$ cat src/design/pcd_pkg.sv
`timescale 1ns / 1ps

package pcd_pkg;

	// Field widths of the channels.
	localparam int IN_COORD_W = 24;
	localparam int MIN_LEG_W  = 16;
	localparam int LEG_OUT_W  = 11;
	localparam int WRAP_W     = 16;
	localparam int CFG_IDX_W  = 1;
	localparam int CFG_DATA_W = 16;

	// Register reset values and the saturation limit of the wrap counter.
	localparam logic [MIN_LEG_W-1:0] MIN_LEG_RST  = 16'd16;
	localparam logic [LEG_OUT_W-1:0] MAX_LEGS_RST = 11'd1024;
	localparam logic [WRAP_W-1:0]    WRAP_MAX     = 16'hFFFF;

	typedef enum logic [0:0] {
		OP_UPDATE = 1'b0,
		OP_CLEAR  = 1'b1
	} op_t;

	typedef enum logic [CFG_IDX_W-1:0] {
		REG_MIN_LEG  = 1'b0,
		REG_MAX_LEGS = 1'b1
	} cfg_reg_t;

	// Sign of an orientation determinant.
	typedef enum logic [1:0] {
		SGN_ZERO = 2'd0,
		SGN_POS  = 2'd1,
		SGN_NEG  = 2'd2
	} sign_t;

	typedef enum logic [3:0] {
		ST_IDLE,
		ST_CHECK,
		ST_SQ_X,
		ST_SQ_Y,
		ST_SQ_CMP,
		ST_RD,
		ST_ON,
		ST_O3,
		ST_O4,
		ST_EVAL,
		ST_ANCHOR_WR,
		ST_FIN
	} state_t;

	// What the finishing step applies to the path state.
	typedef enum logic [2:0] {
		ACT_CLEAR,
		ACT_ANCHOR,
		ACT_SKIP,
		ACT_WRAP,
		ACT_APPEND
	} act_t;

	typedef struct packed {
		logic                 wrap_detected;
		logic                 point_taken;
		logic [WRAP_W-1:0]    wrap_total;
		logic [LEG_OUT_W-1:0] legs_held;
	} result_t;

endpackage

$ cat src/design/pcd_orient.sv
`timescale 1ns / 1ps

module pcd_orient #(
	parameter int CB = 24
) (
	input  logic                 clk,
	input  logic signed [CB-1:0] p_x,
	input  logic signed [CB-1:0] p_y,
	input  logic signed [CB-1:0] q_x,
	input  logic signed [CB-1:0] q_y,
	input  logic signed [CB-1:0] r_x,
	input  logic signed [CB-1:0] r_y,
	output pcd_pkg::sign_t       sgn
);
	import pcd_pkg::*;

	localparam int DW = CB + 1;
	localparam int PW = 2 * DW;

	logic signed [DW-1:0] dqx, dqy, drx, dry;
	logic signed [PW-1:0] m1_q, m2_q;

	assign dqx = DW'(q_x) - DW'(p_x);
	assign dqy = DW'(q_y) - DW'(p_y);
	assign drx = DW'(r_x) - DW'(p_x);
	assign dry = DW'(r_y) - DW'(p_y);

	// Both cross-product terms are registered; the sign follows next cycle.
	always_ff @(posedge clk) begin
		m1_q <= dqx * dry;
		m2_q <= dqy * drx;
	end

	always_comb begin
		if (m1_q > m2_q) begin
			sgn = SGN_POS;
		end else if (m1_q < m2_q) begin
			sgn = SGN_NEG;
		end else begin
			sgn = SGN_ZERO;
		end
	end
endmodule

$ cat config.mk
export PLATFORM = sky130hd
export DESIGN_NAME = pcd_orient
export DESIGN_NICKNAME = d
export VERILOG_FILES = /design/src/design/pcd_pkg.sv /design/src/design/pcd_orient.sv
export SDC_FILE = /design/constraint.sdc
export NUM_CORES = 2
export LEC_CHECK = 0
export BUFFER_PORTS_ARGS = -buffer_cell sky130_fd_sc_hd__clkbuf_2
export CAP_MARGIN = 25
export CORE_AREA = 3 3 328 330
export CTS_CLUSTER_DIAMETER = 40
export DETAILED_ROUTE_END_ITERATION = 12
export DIE_AREA = 0 0 331 333
export HOLD_SLACK_MARGIN = 0.02
export PLACE_DENSITY = 0.66
export SYNTH_ARGS = -nofsm -noshare
export SYNTH_HDL_FRONTEND = slang
export SYNTH_SLANG_ARGS = --single-unit
$ cat constraint.sdc
create_clock -name clk -period 19.9 [get_ports clk]
set_input_delay 0.995 -clock clk [delete_from_list [all_inputs] [get_ports clk]]
set_output_delay 0.995 -clock clk [all_outputs]
set_load 0.03 [all_outputs]
==> impl_metrics.csv <==
group,metric,value,unit
clock_tree,numCtsBuffers,9,
floorplan,num_rows,119,
finish,areaGrowthSynthToFinish,6.85,%
yosys,ys_dominant_reg_cell,"dfxtp_1",
drt,dr.max_layer_used,"met5",
status,status,"completed",
finish,nets,7828,
hold_path,holdCritStartpoint,"p_x[0]",
yosys,synth_seq_cells,100,
timing,finalMaxSlewViolations,0,
clock_tree,clkTransAtPathRegs,0.08,ns
finish,final_cell_mix,"inv_1 (1360), fa_1 (1320), nand2_1 (789)",
placed_design,post-place-ws,8.37,ns
critical_path,worst-path-max-fanout,17,
yosys,synthAdderAreaFrac,0.606,
finish,layout_commonest_cell,"inv_1",
drt,vias_per_cell,5.52,
timing,tightest_slew,1.11,ns
critical_path,cpMostUsedCell,"fa_1",
yosys,ys_types,75,
clock_tree,cts-root-buf,"clkbuf_16",
drt,first_pass_iters,6,
critical_path,cpMaxStageDelayCell,"o31a_1",
yosys,yosysTopAreaCell,"fa_1",
placed_design,hpwlAfterDp,140,mm
global_routing,grt_pass1_wl,256,mm
yosys,yosys.area_share.xor_xnor,0.0407,
placed_design,numPortBuffers,146,
floorplan,die_x,331,µm
clock_tree,hold_buffers,0,
drt,routed-wl-met3,17.9,mm
hold_path,holdCritPathClass,"in -> reg",
yosys,synthArstFlopShare,0,
drt,drt-total-wl,166,mm
finish,fill_cells,9645,
timing,min_period_over_period,0.574,
finish,antenna_cells,0,
yosys,synth_area_leaders,"fa_1 (50%), ha_1 (10%), inv_1 (9.7%), nand2_1 (5.6%), dfxtp_1 (3.8%)",
timing,fin_ws,8.48,ns
yosys,ys.warnings.count,0,
yosys,synth_top_family_by_area,"adder cells",
floorplan,die-area,0.110,mm²
timing,setup_violations,0,
critical_path,critical_path_arrival,11.69,ns
critical_path,critPathLaunchType,"input port",
clock_tree,cts_htree_levels,3,
drt,drtAntennaViolNets,0,
timing,rsz0062_at_grt,"no",
drt,drt_iter0_drc,3299,
floorplan,start_util,0.499,
drt,drc_errors,0,
clock_tree,cts_buffer_depth,2,
global_routing,grt_max_degree,34,
critical_path,critPathTopFamily,"compound AO/OA/AOI/OAI gates",
critical_path,critical_path_required,20.16,ns
timing,slew_headroom,0.261,
finish,drive_above_1_share,0.0648,
yosys,synth_top_area_frac,0.504,
yosys,seq_area_frac_synth,0.0382,
clock_tree,cts_resized,0,
drt,vias,40500,
critical_path,endpoint_kind,"flip-flop",
clock_tree,numClockSinks,100,
yosys,syn-num-nets,7717,
floorplan,coreArea,0.105,mm²
critical_path,cp.buffers_inverters,8,
floorplan,fp.dieH,333,µm
yosys,syn_area,0.0524,mm²
timing,fin_crit,11.42,ns
yosys,muxShareOfSynthArea,0.000573,
global_routing,first_global_vias,43100,
yosys,yosys.area_share.simple,0.136,
critical_path,critPathKind,"in -> reg",
floorplan,pin_count,147,
placed_design,routabilityCongestion,0.981,
drt,met2RoutedLength,73.4,mm
global_routing,antenna_found_initial,4,
critical_path,crit_path_max_incr_delay,0.86,ns
timing,fmax,87.5,MHz
yosys,synth_compound_area_frac,0.0675,
clock_tree,cts_setup_buffers,0,
timing,setup_tns,0,ns
drt,wl_met1,66.9,mm
critical_path,crit_start,"q_x[0]",
yosys,synth_cells,5824,
global_routing,grt_util_all_layers,0.311,
clock_tree,cts_tree,"done",
flow_run,maxCapViolCount,0,
drt,wl_per_cell,22.6,µm
yosys,syn_avg_cell_area,9.00,µm²
timing,hold_violations,0,
global_routing,grt-ovfl-total,0,
yosys,synth_edf_count,0,
-- metal layers --
layer  GRT usage  up-vias
met1       0.427    20700
met5           0        -
met4       0.112        2
met3      0.0809      356
met2       0.477     1850
li1            -    17500
-- state kept, by name, indices dropped and copies added, names as in the netlist --
signal and cells:
m2_q 50, m1_q 50
-- Yosys cell counts (70+ instances only) --
| master | count |
|---|---|
| clkbuf_1 | 164 |
| nand2_1 | 789 |
| ha_1 | 428 |
| a21o_1 | 102 |
| nor2b_1 | 70 |
| a21oi_1 | 159 |
| xnor2_1 | 162 |
| xor2_1 | 78 |
| nor2_1 | 480 |
| nand2b_1 | 92 |
| inv_1 | 1360 |
| fa_1 | 1320 |
| and2_1 | 73 |
| o21ai_0 | 86 |
| dfxtp_1 | 100 |
-- path summary, 6_finish.rpt --
kind	depth (start not counted)	endpoint
min	4	m1_q[0]$_DFF_P_
max	37	m1_q[48]$_DFF_P_
-- kinds of logic after synthesis --
family,after synthesis
and+or+nand+nor,1648
buffers and inverters,1544
DFF,100
AOI/OAI and AO/OA,539
adders and majority gates,1748
xor gates and xnor gates,242
muxes,3
-- area by class of cell --
cell class,instances,area (µm²),share of cell area
Multi-Input combinational cell,4180,45100,0.804
Inverter,1361,5110,0.0912
Sequential cell,100,2000,0.0357
Timing Repair Buffer,283,1800,0.0321
Tap cell,1391,1740,0.0311
Clock buffer,10,239,0.00427
Clock inverter,6,65.1,0.00116
-- metrics by stage --
| step | hold WS [ns] | util | instances | instance area, µm² |
|---|---|---|---|---|
| final | 1.34 | 0.533 | 7331 | 56000 |
| after global placement | 1.73 | 0.529 | 7307 | 55600 |
| after floorplan | 1.43 | - | 5824 | 52400 |
| after CTS | 1.34 | 0.532 | 7326 | 55900 |
| after global routing | 1.37 | 0.533 | 7331 | 56000 |
| after detailed placement | 1.73 | 0.529 | 7310 | 55600 |
Power is not shown: default switching activity piles up to over one toggle a cycle in this logic, so the estimate is an artifact.
